`src/rtl/core/lcd4_pkg.sv`:
```
// lcd4_pkg: types, codes and the microcode program of the character lcd sequencer
// no dependencies
package lcd4_pkg;

    localparam int CMD_W      = 3;
    localparam int PC_W       = 4;
    localparam int PRE_W      = 16;
    localparam int POST_W     = 13;
    localparam int EN_W       = 10;
    localparam int SETTLE_W   = 10;
    localparam int CPU_W      = 8;

    // request kinds
    localparam logic [CMD_W-1:0] CMD_INSTR  = 3'd0;
    localparam logic [CMD_W-1:0] CMD_DATA   = 3'd1;
    localparam logic [CMD_W-1:0] CMD_INIT   = 3'd2;
    localparam logic [CMD_W-1:0] CMD_CURSOR = 3'd3;
    localparam logic [CMD_W-1:0] CMD_CLEAR  = 3'd4;

    // register indexes
    localparam logic [1:0] REG_ENABLE_WIDTH = 2'd0;
    localparam logic [1:0] REG_SETTLE       = 2'd1;
    localparam logic [1:0] REG_CLOCKS_US    = 2'd2;

    localparam logic [EN_W-1:0]     RST_ENABLE_WIDTH = 10'd200;
    localparam logic [SETTLE_W-1:0] RST_SETTLE       = 10'd50;
    localparam logic [CPU_W-1:0]    RST_CLOCKS_US    = 8'd16;

    // lcd instruction bytes and wake-up nibbles
    localparam logic [7:0] LCD_HI_MASK    = 8'hF0;
    localparam logic [7:0] LCD_WAKE       = 8'h30;
    localparam logic [7:0] LCD_WAKE_4BIT  = 8'h20;
    localparam logic [7:0] LCD_SET_DDRAM  = 8'h80;
    localparam logic [7:0] LCD_FUNC_SET   = 8'h28;
    localparam logic [7:0] LCD_DISP_ON    = 8'h0C;
    localparam logic [7:0] LCD_ENTRY_MODE = 8'h06;
    localparam logic [7:0] LCD_CLR_DISP   = 8'h01;

    // waits in microseconds
    localparam logic [PRE_W-1:0]  POWER_WAIT_US  = 16'd50000;
    localparam logic [POST_W-1:0] WAKE_FIRST_US  = 13'd5000;
    localparam logic [POST_W-1:0] WAKE_NEXT_US   = 13'd150;
    localparam logic [POST_W-1:0] INIT_CLEAR_US  = 13'd2000;
    localparam logic [POST_W-1:0] CURSOR_US      = 13'd50;
    localparam logic [POST_W-1:0] CLEAR_US       = 13'd5000;

    // nibble source
    localparam logic [1:0] SRC_CONST = 2'd0;
    localparam logic [1:0] SRC_HI    = 2'd1;
    localparam logic [1:0] SRC_LO    = 2'd2;

    // extra post wait
    localparam logic [2:0] EX_NONE        = 3'd0;
    localparam logic [2:0] EX_SETTLE      = 3'd1;
    localparam logic [2:0] EX_SETTLE_REQ  = 3'd2;
    localparam logic [2:0] EX_SETTLE_INIT = 3'd3;
    localparam logic [2:0] EX_WAKE_FIRST  = 3'd4;
    localparam logic [2:0] EX_WAKE_NEXT   = 3'd5;

    // program entry points
    localparam logic [PC_W-1:0] PC_BYTE = 4'd0;
    localparam logic [PC_W-1:0] PC_INIT = 4'd2;

    typedef struct packed {
        logic [1:0] src;
        logic [3:0] nib;
        logic [2:0] extra;
        logic       pre;
        logic       last;
    } ctrl_t;

    typedef struct packed {
        logic  fire;
        ctrl_t ctrl;
    } step_t;

    function automatic ctrl_t ucode_word(input logic [PC_W-1:0] pc);
        ctrl_t w;
        w = '{src: SRC_CONST, nib: 4'h0, extra: EX_NONE, pre: 1'b0, last: 1'b1};
        unique case (pc)
            4'd0:  w = '{SRC_HI,    4'h0,                  EX_NONE,        1'b0, 1'b0};
            4'd1:  w = '{SRC_LO,    4'h0,                  EX_SETTLE_REQ,  1'b0, 1'b1};
            4'd2:  w = '{SRC_CONST, LCD_WAKE[7:4],         EX_WAKE_FIRST,  1'b1, 1'b0};
            4'd3:  w = '{SRC_CONST, LCD_WAKE[7:4],         EX_WAKE_NEXT,   1'b0, 1'b0};
            4'd4:  w = '{SRC_CONST, LCD_WAKE[7:4],         EX_WAKE_NEXT,   1'b0, 1'b0};
            4'd5:  w = '{SRC_CONST, LCD_WAKE_4BIT[7:4],    EX_WAKE_NEXT,   1'b0, 1'b0};
            4'd6:  w = '{SRC_CONST, LCD_FUNC_SET[7:4],     EX_NONE,        1'b0, 1'b0};
            4'd7:  w = '{SRC_CONST, LCD_FUNC_SET[3:0],     EX_SETTLE,      1'b0, 1'b0};
            4'd8:  w = '{SRC_CONST, LCD_DISP_ON[7:4],      EX_NONE,        1'b0, 1'b0};
            4'd9:  w = '{SRC_CONST, LCD_DISP_ON[3:0],      EX_SETTLE,      1'b0, 1'b0};
            4'd10: w = '{SRC_CONST, LCD_CLR_DISP[7:4],     EX_NONE,        1'b0, 1'b0};
            4'd11: w = '{SRC_CONST, LCD_CLR_DISP[3:0],     EX_SETTLE_INIT, 1'b0, 1'b0};
            4'd12: w = '{SRC_CONST, LCD_ENTRY_MODE[7:4],   EX_NONE,        1'b0, 1'b0};
            4'd13: w = '{SRC_CONST, LCD_ENTRY_MODE[3:0],   EX_SETTLE,      1'b0, 1'b1};
            default: w = '{SRC_CONST, 4'h0, EX_NONE, 1'b0, 1'b1};
        endcase
        return w;
    endfunction

endpackage

```
`src/rtl/core/lcd4_if.sv`:
```
// lcd4_if: request and nibble channel interfaces
// depends on lcd4_pkg
interface lcd4_req_if;
    logic                        valid;
    logic                        ready;
    logic [lcd4_pkg::CMD_W-1:0]  cmd;
    logic [7:0]                  value;
    logic                        line;
    logic [5:0]                  column;

    modport source (output valid, output cmd, output value, output line, output column,
                    input ready);
    modport sink   (input valid, input cmd, input value, input line, input column,
                    output ready);
endinterface

interface lcd4_nib_if;
    logic                         valid;
    logic                         ready;
    logic                         rs;
    logic [3:0]                   nibble;
    logic [lcd4_pkg::PRE_W-1:0]   pre_wait_us;
    logic [lcd4_pkg::POST_W-1:0]  post_wait_us;
    logic                         last;

    modport source (output valid, output rs, output nibble, output pre_wait_us,
                    output post_wait_us, output last, input ready);
    modport sink   (input valid, input rs, input nibble, input pre_wait_us,
                    input post_wait_us, input last, output ready);
endinterface

```
`src/rtl/core/lcd4_seq.sv`:
```
// lcd4_seq: step counter, dispatch and microcode table
// depends on lcd4_pkg
module lcd4_seq (
    input  logic                        clk,
    input  logic                        rst_n,
    input  logic                        req_valid,
    input  logic [lcd4_pkg::CMD_W-1:0]  req_cmd,
    output logic                        req_ready,
    input  logic                        step_ok,
    output lcd4_pkg::step_t             step
);

    logic                         busy_reg, busy_next;
    logic [lcd4_pkg::PC_W-1:0]    pc_reg, pc_next;
    lcd4_pkg::ctrl_t              word;
    logic                         req_take;

    assign word      = lcd4_pkg::ucode_word(pc_reg);
    assign req_ready = !busy_reg;
    assign req_take  = req_valid && !busy_reg;
    assign step.fire = busy_reg && step_ok;
    assign step.ctrl = word;

    always_comb
    begin
        busy_next = busy_reg;
        pc_next   = pc_reg;
        if (req_take)
        begin
            unique case (req_cmd)
                lcd4_pkg::CMD_INSTR, lcd4_pkg::CMD_DATA,
                lcd4_pkg::CMD_CURSOR, lcd4_pkg::CMD_CLEAR:
                begin
                    busy_next = 1'b1;
                    pc_next   = lcd4_pkg::PC_BYTE;
                end
                lcd4_pkg::CMD_INIT:
                begin
                    busy_next = 1'b1;
                    pc_next   = lcd4_pkg::PC_INIT;
                end
                default:
                begin
                    busy_next = 1'b0;
                end
            endcase
        end
        else if (step.fire)
        begin
            if (word.last)
            begin
                busy_next = 1'b0;
            end
            else
            begin
                pc_next = pc_reg + 1'b1;
            end
        end
    end

    always_ff @(posedge clk or negedge rst_n)
    begin
        if (!rst_n)
        begin
            busy_reg <= 1'b0;
            pc_reg   <= '0;
        end
        else
        begin
            busy_reg <= busy_next;
            pc_reg   <= pc_next;
        end
    end

endmodule

```
`src/rtl/core/lcd4_timer.sv`:
```
// lcd4_timer: microsecond prescaler and wait counter
// depends on lcd4_pkg
module lcd4_timer (
    input  logic                        clk,
    input  logic                        rst_n,
    input  logic                        start,
    input  logic [lcd4_pkg::PRE_W-1:0]  total_us,
    input  logic [lcd4_pkg::CPU_W-1:0]  clocks_per_us,
    output logic                        done
);

    logic [lcd4_pkg::PRE_W-1:0]  us_reg, us_next;
    logic [lcd4_pkg::CPU_W-1:0]  div_reg, div_next;
    logic [lcd4_pkg::CPU_W-1:0]  reload;

    // zero clocks per microsecond counts as one
    assign reload = (clocks_per_us == '0) ? '0 : clocks_per_us - 1'b1;
    assign done   = (us_reg == '0);

    always_comb
    begin
        us_next  = us_reg;
        div_next = div_reg;
        if (start)
        begin
            us_next  = total_us;
            div_next = reload;
        end
        else if (!done)
        begin
            if (div_reg == '0)
            begin
                div_next = reload;
                us_next  = us_reg - 1'b1;
            end
            else
            begin
                div_next = div_reg - 1'b1;
            end
        end
    end

    always_ff @(posedge clk or negedge rst_n)
    begin
        if (!rst_n)
        begin
            us_reg  <= '0;
            div_reg <= '0;
        end
        else
        begin
            us_reg  <= us_next;
            div_reg <= div_next;
        end
    end

endmodule

```
`src/rtl/core/lcd4_dp.sv`:
```
// lcd4_dp: request latch, nibble and wait datapath, output register
// depends on lcd4_pkg, lcd4_timer
module lcd4_dp (
    input  logic                          clk,
    input  logic                          rst_n,
    input  logic                          req_take,
    input  logic [lcd4_pkg::CMD_W-1:0]    req_cmd,
    input  logic [7:0]                    req_value,
    input  logic                          req_line,
    input  logic [5:0]                    req_column,
    input  lcd4_pkg::step_t               step,
    output logic                          step_ok,
    input  logic [lcd4_pkg::EN_W-1:0]     enable_width_us,
    input  logic [lcd4_pkg::SETTLE_W-1:0] settle_us,
    input  logic [lcd4_pkg::CPU_W-1:0]    clocks_per_us,
    output logic                          out_valid,
    input  logic                          out_ready,
    output logic                          out_rs,
    output logic [3:0]                    out_nibble,
    output logic [lcd4_pkg::PRE_W-1:0]    out_pre,
    output logic [lcd4_pkg::POST_W-1:0]   out_post,
    output logic                          out_last
);

    logic [7:0]                    byte_reg, byte_next;
    logic                          rs_reg, rs_next;
    logic [lcd4_pkg::POST_W-1:0]   req_extra_reg, req_extra_next;
    logic                          valid_reg, valid_next;
    logic                          orsv_reg;
    logic [3:0]                    onib_reg;
    logic [lcd4_pkg::PRE_W-1:0]    opre_reg;
    logic [lcd4_pkg::POST_W-1:0]   opost_reg;
    logic                          olast_reg;
    logic [3:0]                    nib;
    logic [lcd4_pkg::POST_W-1:0]   settle_ext, extra, post;
    logic [lcd4_pkg::PRE_W-1:0]    pre, total;
    logic                          tmr_done;

    always_comb
    begin
        byte_next      = req_value;
        req_extra_next = '0;
        rs_next        = (req_cmd == lcd4_pkg::CMD_DATA);
        unique case (req_cmd)
            lcd4_pkg::CMD_CURSOR:
            begin
                byte_next      = (lcd4_pkg::LCD_SET_DDRAM | {1'b0, req_line, 6'b0})
                                 + {2'b0, req_column};
                req_extra_next = lcd4_pkg::CURSOR_US;
            end
            lcd4_pkg::CMD_CLEAR:
            begin
                byte_next      = lcd4_pkg::LCD_CLR_DISP;
                req_extra_next = lcd4_pkg::CLEAR_US;
            end
            default:
            begin
                byte_next      = req_value;
                req_extra_next = '0;
            end
        endcase
    end

    always_comb
    begin
        unique case (step.ctrl.src)
            lcd4_pkg::SRC_HI: nib = byte_reg[7:4];
            lcd4_pkg::SRC_LO: nib = byte_reg[3:0];
            default:          nib = step.ctrl.nib;
        endcase
    end

    assign settle_ext = {3'b0, settle_us};

    always_comb
    begin
        unique case (step.ctrl.extra)
            lcd4_pkg::EX_SETTLE:      extra = settle_ext;
            lcd4_pkg::EX_SETTLE_REQ:  extra = settle_ext + req_extra_reg;
            lcd4_pkg::EX_SETTLE_INIT: extra = settle_ext + lcd4_pkg::INIT_CLEAR_US;
            lcd4_pkg::EX_WAKE_FIRST:  extra = lcd4_pkg::WAKE_FIRST_US;
            lcd4_pkg::EX_WAKE_NEXT:   extra = lcd4_pkg::WAKE_NEXT_US;
            default:                  extra = '0;
        endcase
    end

    assign post  = {3'b0, enable_width_us} + extra;
    assign pre   = step.ctrl.pre ? lcd4_pkg::POWER_WAIT_US : '0;
    // pre wait, enable high, then enable low plus extra
    assign total = pre + {3'b0, post} + {6'b0, enable_width_us};

    assign step_ok = tmr_done && (!valid_reg || out_ready);

    always_comb
    begin
        valid_next = valid_reg;
        if (step.fire)
        begin
            valid_next = 1'b1;
        end
        else if (out_ready)
        begin
            valid_next = 1'b0;
        end
    end

    always_ff @(posedge clk or negedge rst_n)
    begin
        if (!rst_n)
        begin
            valid_reg <= 1'b0;
        end
        else
        begin
            valid_reg <= valid_next;
        end
    end

    always_ff @(posedge clk)
    begin
        if (req_take)
        begin
            byte_reg      <= byte_next;
            rs_reg        <= rs_next;
            req_extra_reg <= req_extra_next;
        end
        if (step.fire)
        begin
            orsv_reg  <= rs_reg;
            onib_reg  <= nib;
            opre_reg  <= pre;
            opost_reg <= post;
            olast_reg <= step.ctrl.last;
        end
    end

    lcd4_timer u_timer (
        .clk           (clk),
        .rst_n         (rst_n),
        .start         (step.fire),
        .total_us      (total),
        .clocks_per_us (clocks_per_us),
        .done          (tmr_done)
    );

    assign out_valid  = valid_reg;
    assign out_rs     = orsv_reg;
    assign out_nibble = onib_reg;
    assign out_pre    = opre_reg;
    assign out_post   = opost_reg;
    assign out_last   = olast_reg;

endmodule

```
`src/rtl/core/char_lcd_4bit_write_sequencer.sv`:
```
// char_lcd_4bit_write_sequencer: top level, apb register file and channel hookup
// depends on lcd4_pkg, lcd4_if, lcd4_seq, lcd4_dp
//
//   channel  dir  transfer
//   req      in   cmd, value, line, column
//   nib      out  rs, nibble, pre_wait_us, post_wait_us, last
//   apb      in   register writes and reads at 0x0, 0x4, 0x8
//
// each nibble loads the wait counter with (pre + enable_width + post) microseconds,
// scaled by clocks_per_us; the next nibble is issued only once that wait runs out
// a byte request gives two nibbles, init gives twelve
// a new request is taken once the last nibble of the previous one is issued
// a stalled nib channel holds the step counter; the wait counter keeps running
// reset clears the step counter, wait counter and output valid; registers
// return to 200, 50 and 16
module char_lcd_4bit_write_sequencer (
    input  logic        clk,
    input  logic        rst_n,
    input  logic        psel,
    input  logic        penable,
    input  logic        pwrite,
    input  logic [3:0]  paddr,
    input  logic [31:0] pwdata,
    output logic [31:0] prdata,
    output logic        pready,
    lcd4_req_if.sink    req,
    lcd4_nib_if.source  nib
);

    logic [lcd4_pkg::EN_W-1:0]     en_reg;
    logic [lcd4_pkg::SETTLE_W-1:0] settle_reg;
    logic [lcd4_pkg::CPU_W-1:0]    cpu_reg;
    logic                          wr;
    logic                          req_ready;
    logic                          step_ok;
    lcd4_pkg::step_t               step;

    assign pready = 1'b1;
    assign wr     = psel && penable && pwrite;

    always_ff @(posedge clk or negedge rst_n)
    begin
        if (!rst_n)
        begin
            en_reg     <= lcd4_pkg::RST_ENABLE_WIDTH;
            settle_reg <= lcd4_pkg::RST_SETTLE;
            cpu_reg    <= lcd4_pkg::RST_CLOCKS_US;
        end
        else if (wr)
        begin
            unique case (paddr[3:2])
                lcd4_pkg::REG_ENABLE_WIDTH: en_reg     <= pwdata[lcd4_pkg::EN_W-1:0];
                lcd4_pkg::REG_SETTLE:       settle_reg <= pwdata[lcd4_pkg::SETTLE_W-1:0];
                lcd4_pkg::REG_CLOCKS_US:    cpu_reg    <= pwdata[lcd4_pkg::CPU_W-1:0];
                default:                    ;
            endcase
        end
    end

    always_comb
    begin
        unique case (paddr[3:2])
            lcd4_pkg::REG_ENABLE_WIDTH: prdata = {22'b0, en_reg};
            lcd4_pkg::REG_SETTLE:       prdata = {22'b0, settle_reg};
            lcd4_pkg::REG_CLOCKS_US:    prdata = {24'b0, cpu_reg};
            default:                    prdata = '0;
        endcase
    end

    assign req.ready = req_ready;

    lcd4_seq u_seq (
        .clk       (clk),
        .rst_n     (rst_n),
        .req_valid (req.valid),
        .req_cmd   (req.cmd),
        .req_ready (req_ready),
        .step_ok   (step_ok),
        .step      (step)
    );

    lcd4_dp u_dp (
        .clk             (clk),
        .rst_n           (rst_n),
        .req_take        (req.valid && req_ready),
        .req_cmd         (req.cmd),
        .req_value       (req.value),
        .req_line        (req.line),
        .req_column      (req.column),
        .step            (step),
        .step_ok         (step_ok),
        .enable_width_us (en_reg),
        .settle_us       (settle_reg),
        .clocks_per_us   (cpu_reg),
        .out_valid       (nib.valid),
        .out_ready       (nib.ready),
        .out_rs          (nib.rs),
        .out_nibble      (nib.nibble),
        .out_pre         (nib.pre_wait_us),
        .out_post        (nib.post_wait_us),
        .out_last        (nib.last)
    );

endmodule
```
`src/flat_wrapper.sv`:
```
// flat-port wrapper written by rule: the top's interface ports become plain ports
module char_lcd_4bit_write_sequencer_flat 
  (clk, rst_n, psel, penable, pwrite, paddr, pwdata, prdata, pready, req_valid, req_cmd, req_value, req_line, req_column, req_ready, nib_valid, nib_rs, nib_nibble, nib_pre_wait_us, nib_post_wait_us, nib_last, nib_ready);
  lcd4_req_if req_i ();
  lcd4_nib_if nib_i ();
  input  logic clk;
  input  logic rst_n;
  input  logic psel;
  input  logic penable;
  input  logic pwrite;
  input  logic [3:0] paddr;
  input  logic [31:0] pwdata;
  output logic [31:0] prdata;
  output logic pready;
  input wire logic [$bits(req_i.valid)-1:0] req_valid;
  input wire logic [$bits(req_i.cmd)-1:0] req_cmd;
  input wire logic [$bits(req_i.value)-1:0] req_value;
  input wire logic [$bits(req_i.line)-1:0] req_line;
  input wire logic [$bits(req_i.column)-1:0] req_column;
  output wire logic [$bits(req_i.ready)-1:0] req_ready;
  output wire logic [$bits(nib_i.valid)-1:0] nib_valid;
  output wire logic [$bits(nib_i.rs)-1:0] nib_rs;
  output wire logic [$bits(nib_i.nibble)-1:0] nib_nibble;
  output wire logic [$bits(nib_i.pre_wait_us)-1:0] nib_pre_wait_us;
  output wire logic [$bits(nib_i.post_wait_us)-1:0] nib_post_wait_us;
  output wire logic [$bits(nib_i.last)-1:0] nib_last;
  input wire logic [$bits(nib_i.ready)-1:0] nib_ready;
  assign req_i.valid = req_valid;
  assign req_i.cmd = req_cmd;
  assign req_i.value = req_value;
  assign req_i.line = req_line;
  assign req_i.column = req_column;
  assign req_ready = req_i.ready;
  assign nib_valid = nib_i.valid;
  assign nib_rs = nib_i.rs;
  assign nib_nibble = nib_i.nibble;
  assign nib_pre_wait_us = nib_i.pre_wait_us;
  assign nib_post_wait_us = nib_i.post_wait_us;
  assign nib_last = nib_i.last;
  assign nib_i.ready = nib_ready;
  char_lcd_4bit_write_sequencer u_core (.clk(clk), .rst_n(rst_n), .psel(psel), .penable(penable), .pwrite(pwrite), .paddr(paddr), .pwdata(pwdata), .prdata(prdata), .pready(pready), .req(req_i), .nib(nib_i));
endmodule
```
`config.mk`:
```
export PLATFORM = sky130hd
export DESIGN_NAME = char_lcd_4bit_write_sequencer_flat
export DESIGN_NICKNAME = d
export VERILOG_FILES = /design/src/rtl/core/lcd4_pkg.sv /design/src/rtl/core/lcd4_if.sv /design/src/rtl/core/lcd4_seq.sv /design/src/rtl/core/lcd4_timer.sv /design/src/rtl/core/lcd4_dp.sv /design/src/rtl/core/char_lcd_4bit_write_sequencer.sv /design/src/flat_wrapper.sv
export SDC_FILE = /design/constraint.sdc
export NUM_CORES = 1
export LEC_CHECK = 0
export BUFFER_PORTS_ARGS = -buffer_cell sky130_fd_sc_hd__buf_2
export CAP_MARGIN = 20
export CORE_UTILIZATION = 51
export DETAILED_ROUTE_END_ITERATION = 7
export GPL_ROUTABILITY_DRIVEN = 0
export PLACE_DENSITY = 0.81
export SETUP_SLACK_MARGIN = 0.05
export SYNTH_ARGS = -nofsm -noshare
export SYNTH_HDL_FRONTEND = slang
export SYNTH_HIERARCHICAL = 1
export SYNTH_SLANG_ARGS = --single-unit
```
`constraint.sdc`:
```
create_clock -name clk -period 5.6 [get_ports clk]
set_input_delay 0.28 -clock clk [delete_from_list [all_inputs] [get_ports clk]]
set_output_delay 0.28 -clock clk [all_outputs]
set_load 0.02 [all_outputs]
```
==> impl_metrics.env <==
export IMPL_synth_cells=694
export IMPL_clockBufferDepth=2
export IMPL_layout_setup_ws_ns=0.0908
export IMPL_hold_violations=0
export IMPL_max_slew_margin=0.469
export IMPL_crit_arrival_ns=5.73
export IMPL_insertedDiodeCount=0
export IMPL_rsz0062_at_grt="true"
export IMPL_port_buffers=73
export IMPL_clk_pin_slew_ns=0.07
export IMPL_ys_flop_type="dfrtp_1"
export IMPL_num_rows=42
export IMPL_vias=5502
export IMPL_die_h_um=118
export IMPL_hold_buffers=0
export IMPL_tritoncts="built"
export IMPL_clock_latency_ns=0.35
export IMPL_hold_class="input port to async pin"
export IMPL_cp_top_family="adder cells"
export IMPL_avgSynthCellArea_sq_um=9.91
export IMPL_fin_skew_ns=0.00871
export IMPL_dieArea_sq_mm=0.0140
export IMPL_path_buf_inv=6
export IMPL_grt_first_pass_wirelength_um=24700
export IMPL_cp_slowest_stage_delay_ns=0.52
export IMPL_antenna_found_initial=0
export IMPL_slowest_stage="fa_1"
export IMPL_dpl_instance_area_sq_mm=0.00737
export IMPL_fin_nets=898
export IMPL_cp_start_kind="register"
export IMPL_ys_seq_elements=89
export IMPL_fin_area_sq_mm=0.00786
export IMPL_start_util=0.522
export IMPL_cts_buffers=9
export IMPL_maxCapViolations=0
export IMPL_ys_seq_area_frac=0.348
export IMPL_synthArstFlopShare=0.652
export IMPL_grt_pass1_vias=4979
export IMPL_core_area_sq_mm=0.0132
export IMPL_period_minus_slack_ns=5.51
export IMPL_end_kind="register"
export IMPL_wl_per_cell_um=16.1
export IMPL_htreeDepth=3
export IMPL_via_per_inst=5.72
export IMPL_clkSinkCount=89
export IMPL_tightest_slew_ns=0.777
export IMPL_drive_above_1_share=0.270
export IMPL_worstPathRequired_ns=5.82
export IMPL_overflow=0
export IMPL_synth_cell_types=89
export IMPL_die_w_um=118
export IMPL_drt_pass1_iterations=5
export IMPL_syn_cell_area_sq_mm=0.00688
export IMPL_largest_reg_flops=16
export IMPL_dp_hpwl_um=11600
export IMPL_peakVddDrop_mv=0.212
export IMPL_setup_viol=0
export IMPL_ant_nets=0
export IMPL_track_usage=0.226
export IMPL_slew_viol_final=0
export IMPL_ctsRootBufferMaster="clkbuf_16"
export IMPL_critical_path_max_fanout=8
export IMPL_pre_cts_slack_ns=-0.00794
export IMPL_grt_start_max_net_pins=59
export IMPL_io_pins=131
export IMPL_dr_first_iter_drc_count=398
export IMPL_synth_warnings=6
export IMPL_status="finished, final reports clean"
export IMPL_fmax_mhz=182
export IMPL_path_class="register to register"
export IMPL_post_route_period_util=0.984
export IMPL_powerDensity_mw_per_mm2=368
export IMPL_fillers=1096
export IMPL_p_leak_nw=3.45
export IMPL_area_growth_pct=14.2
export IMPL_synth_edf_count=31
export IMPL_routed_wl_um=15500
export IMPL_drc=0
export IMPL_cp_common_cell="ha_4"
[worst register-to-register path, delay by kind of cell, from the launching register on]
family / cells / cell delay [ns]
buffers and inverters: 6 / 0.45
and+or+nand+nor: 6 / 0.86
AOI/OAI and AO/OA: 9 / 1.75
xor gates and xnor gates: 1 / 0.15
DFF: 1 / 0.39
adders and majority gates: 6 / 1.78
[per-layer routing]
layer  track usage  wire length, um  vias up
met5             0                0        -
met4        0.0769              295        0
met3        0.0343              766       26
met2         0.361             7330      208
met1         0.312             7120     2621
li1              -                -     2647
[synth_stat cells (all sizes together) (8+ instances only)]
cell,instances,share of area
edfxtp,31,0.14
o21ai,56,0.041
nand2b,8,0.0073
ha,50,0.091
buf,48,0.052
mux2,32,0.058
xnor2,30,0.038
clkbuf,10,0.0056
dfrtp,51,0.19
nor3b,9,0.013
a21oi,33,0.024
nand2,53,0.029
mux2i,14,0.020
nor3,19,0.018
nor2b,9,0.0082
a21o,8,0.0098
nand3,10,0.0080
inv,34,0.019
nor2,41,0.022
xor2,13,0.017
a22o,8,0.010
[layout make-up]
cell class	instances	area, sq um	area share
inverter	36	145	0.0185
clock buffer	13	272	0.0346
timing repair buffer	104	598	0.0761
multi-input combinational	541	4210	0.536
clock inverter	3	21.3	0.00271
sequential	89	2390	0.304
tap	176	220	0.0280
[metrics by stage]
step	utilization	hold slack (ns)	cells	total power, mW	setup TNS, ns
finish	0.596	0.0623	962	2.89	0
global route	0.596	0.140	962	3.07	-0.558
CTS	0.582	0.107	953	2.76	0
detailed placement	0.559	0.418	937	2.15	-0.00794
global placement	0.559	0.405	937	2.10	0
floorplan	-	-0.0156	724	1.82	0
[power breakdown]
group,internal [mW],total [mW],switching (mW)
Clock,0.341,0.596,0.255
Sequential,0.759,0.855,0.0955
Combinational,0.655,1.44,0.786
[cell usage in the layout, fill, tap and decap left out, drive strengths merged, types with 4 or more instances in the layout]
| master | n |
|---|---|
| o41ai | 4 |
| or3b | 4 |
| xor2 | 13 |
| nand2b | 8 |
| buf | 104 |
| o32ai | 4 |
| xnor2 | 30 |
| o31ai | 5 |
| nand2 | 53 |
| o21ai | 56 |
| nor2b | 9 |
| o211ai | 5 |
| and2 | 5 |
| nor3b | 9 |
| o21a | 5 |
| nor4 | 7 |
| nor3 | 19 |
| dfstp | 7 |
| conb | 33 |
| mux2i | 14 |
| edfxtp | 31 |
| nand3 | 10 |
| a21oi | 33 |
| o22a | 4 |
| nor2 | 41 |
| inv | 35 |
| ha | 50 |
| clkbuf | 13 |
| a211oi | 5 |
| or3 | 5 |
| a22o | 8 |
| fa | 6 |
| mux2 | 32 |
| dfrtp | 51 |
| a22oi | 5 |
| a21o | 8 |
[worst paths after layout]
check                                       start                        endpoint  slack [ns]  cells after the start
min                                         rst_n  u_core/u_dp/u_timer/div_reg[1]        0.06                      2
max                        u_core/u_seq/pc_reg[1]  u_core/u_dp/u_timer/us_reg[12]        0.09                     28
min in group clk                        pwdata[9]                u_core/en_reg[9]        0.17                      2
max reg2reg                u_core/u_seq/pc_reg[1]  u_core/u_dp/u_timer/us_reg[12]        0.09                     28
max in group asynchronous                   rst_n          u_core/u_seq/pc_reg[0]        4.98                      2
min reg2reg                    u_core/u_dp/rs_reg              u_core/u_dp/out_rs        0.42                      0
[timing repair]
item | 4_1_cts | 5_1_grt
pin swaps | 0 | 15
endpoints found under the hold margin | 0 | 0
setup endpoints to repair | 2 | 4
cloned | 0 | 0
resized for setup | 2 | 26
buffers inserted | 0 | 9
[cells by family after synthesis]
| group | share of synthesized area |
|---|---|
| multiplexers | 0.0782 |
| AO/OA/AOI/OAI | 0.172 |
| adder cells (fa/ha/maj) | 0.108 |
| other | 0.00164 |
| buffers and inverters | 0.0776 |
| XOR/XNOR | 0.0547 |
| AND/OR/NAND/NOR | 0.159 |
| flip-flops | 0.348 |
No activity file was read; power rests on OpenSTA's default activity.
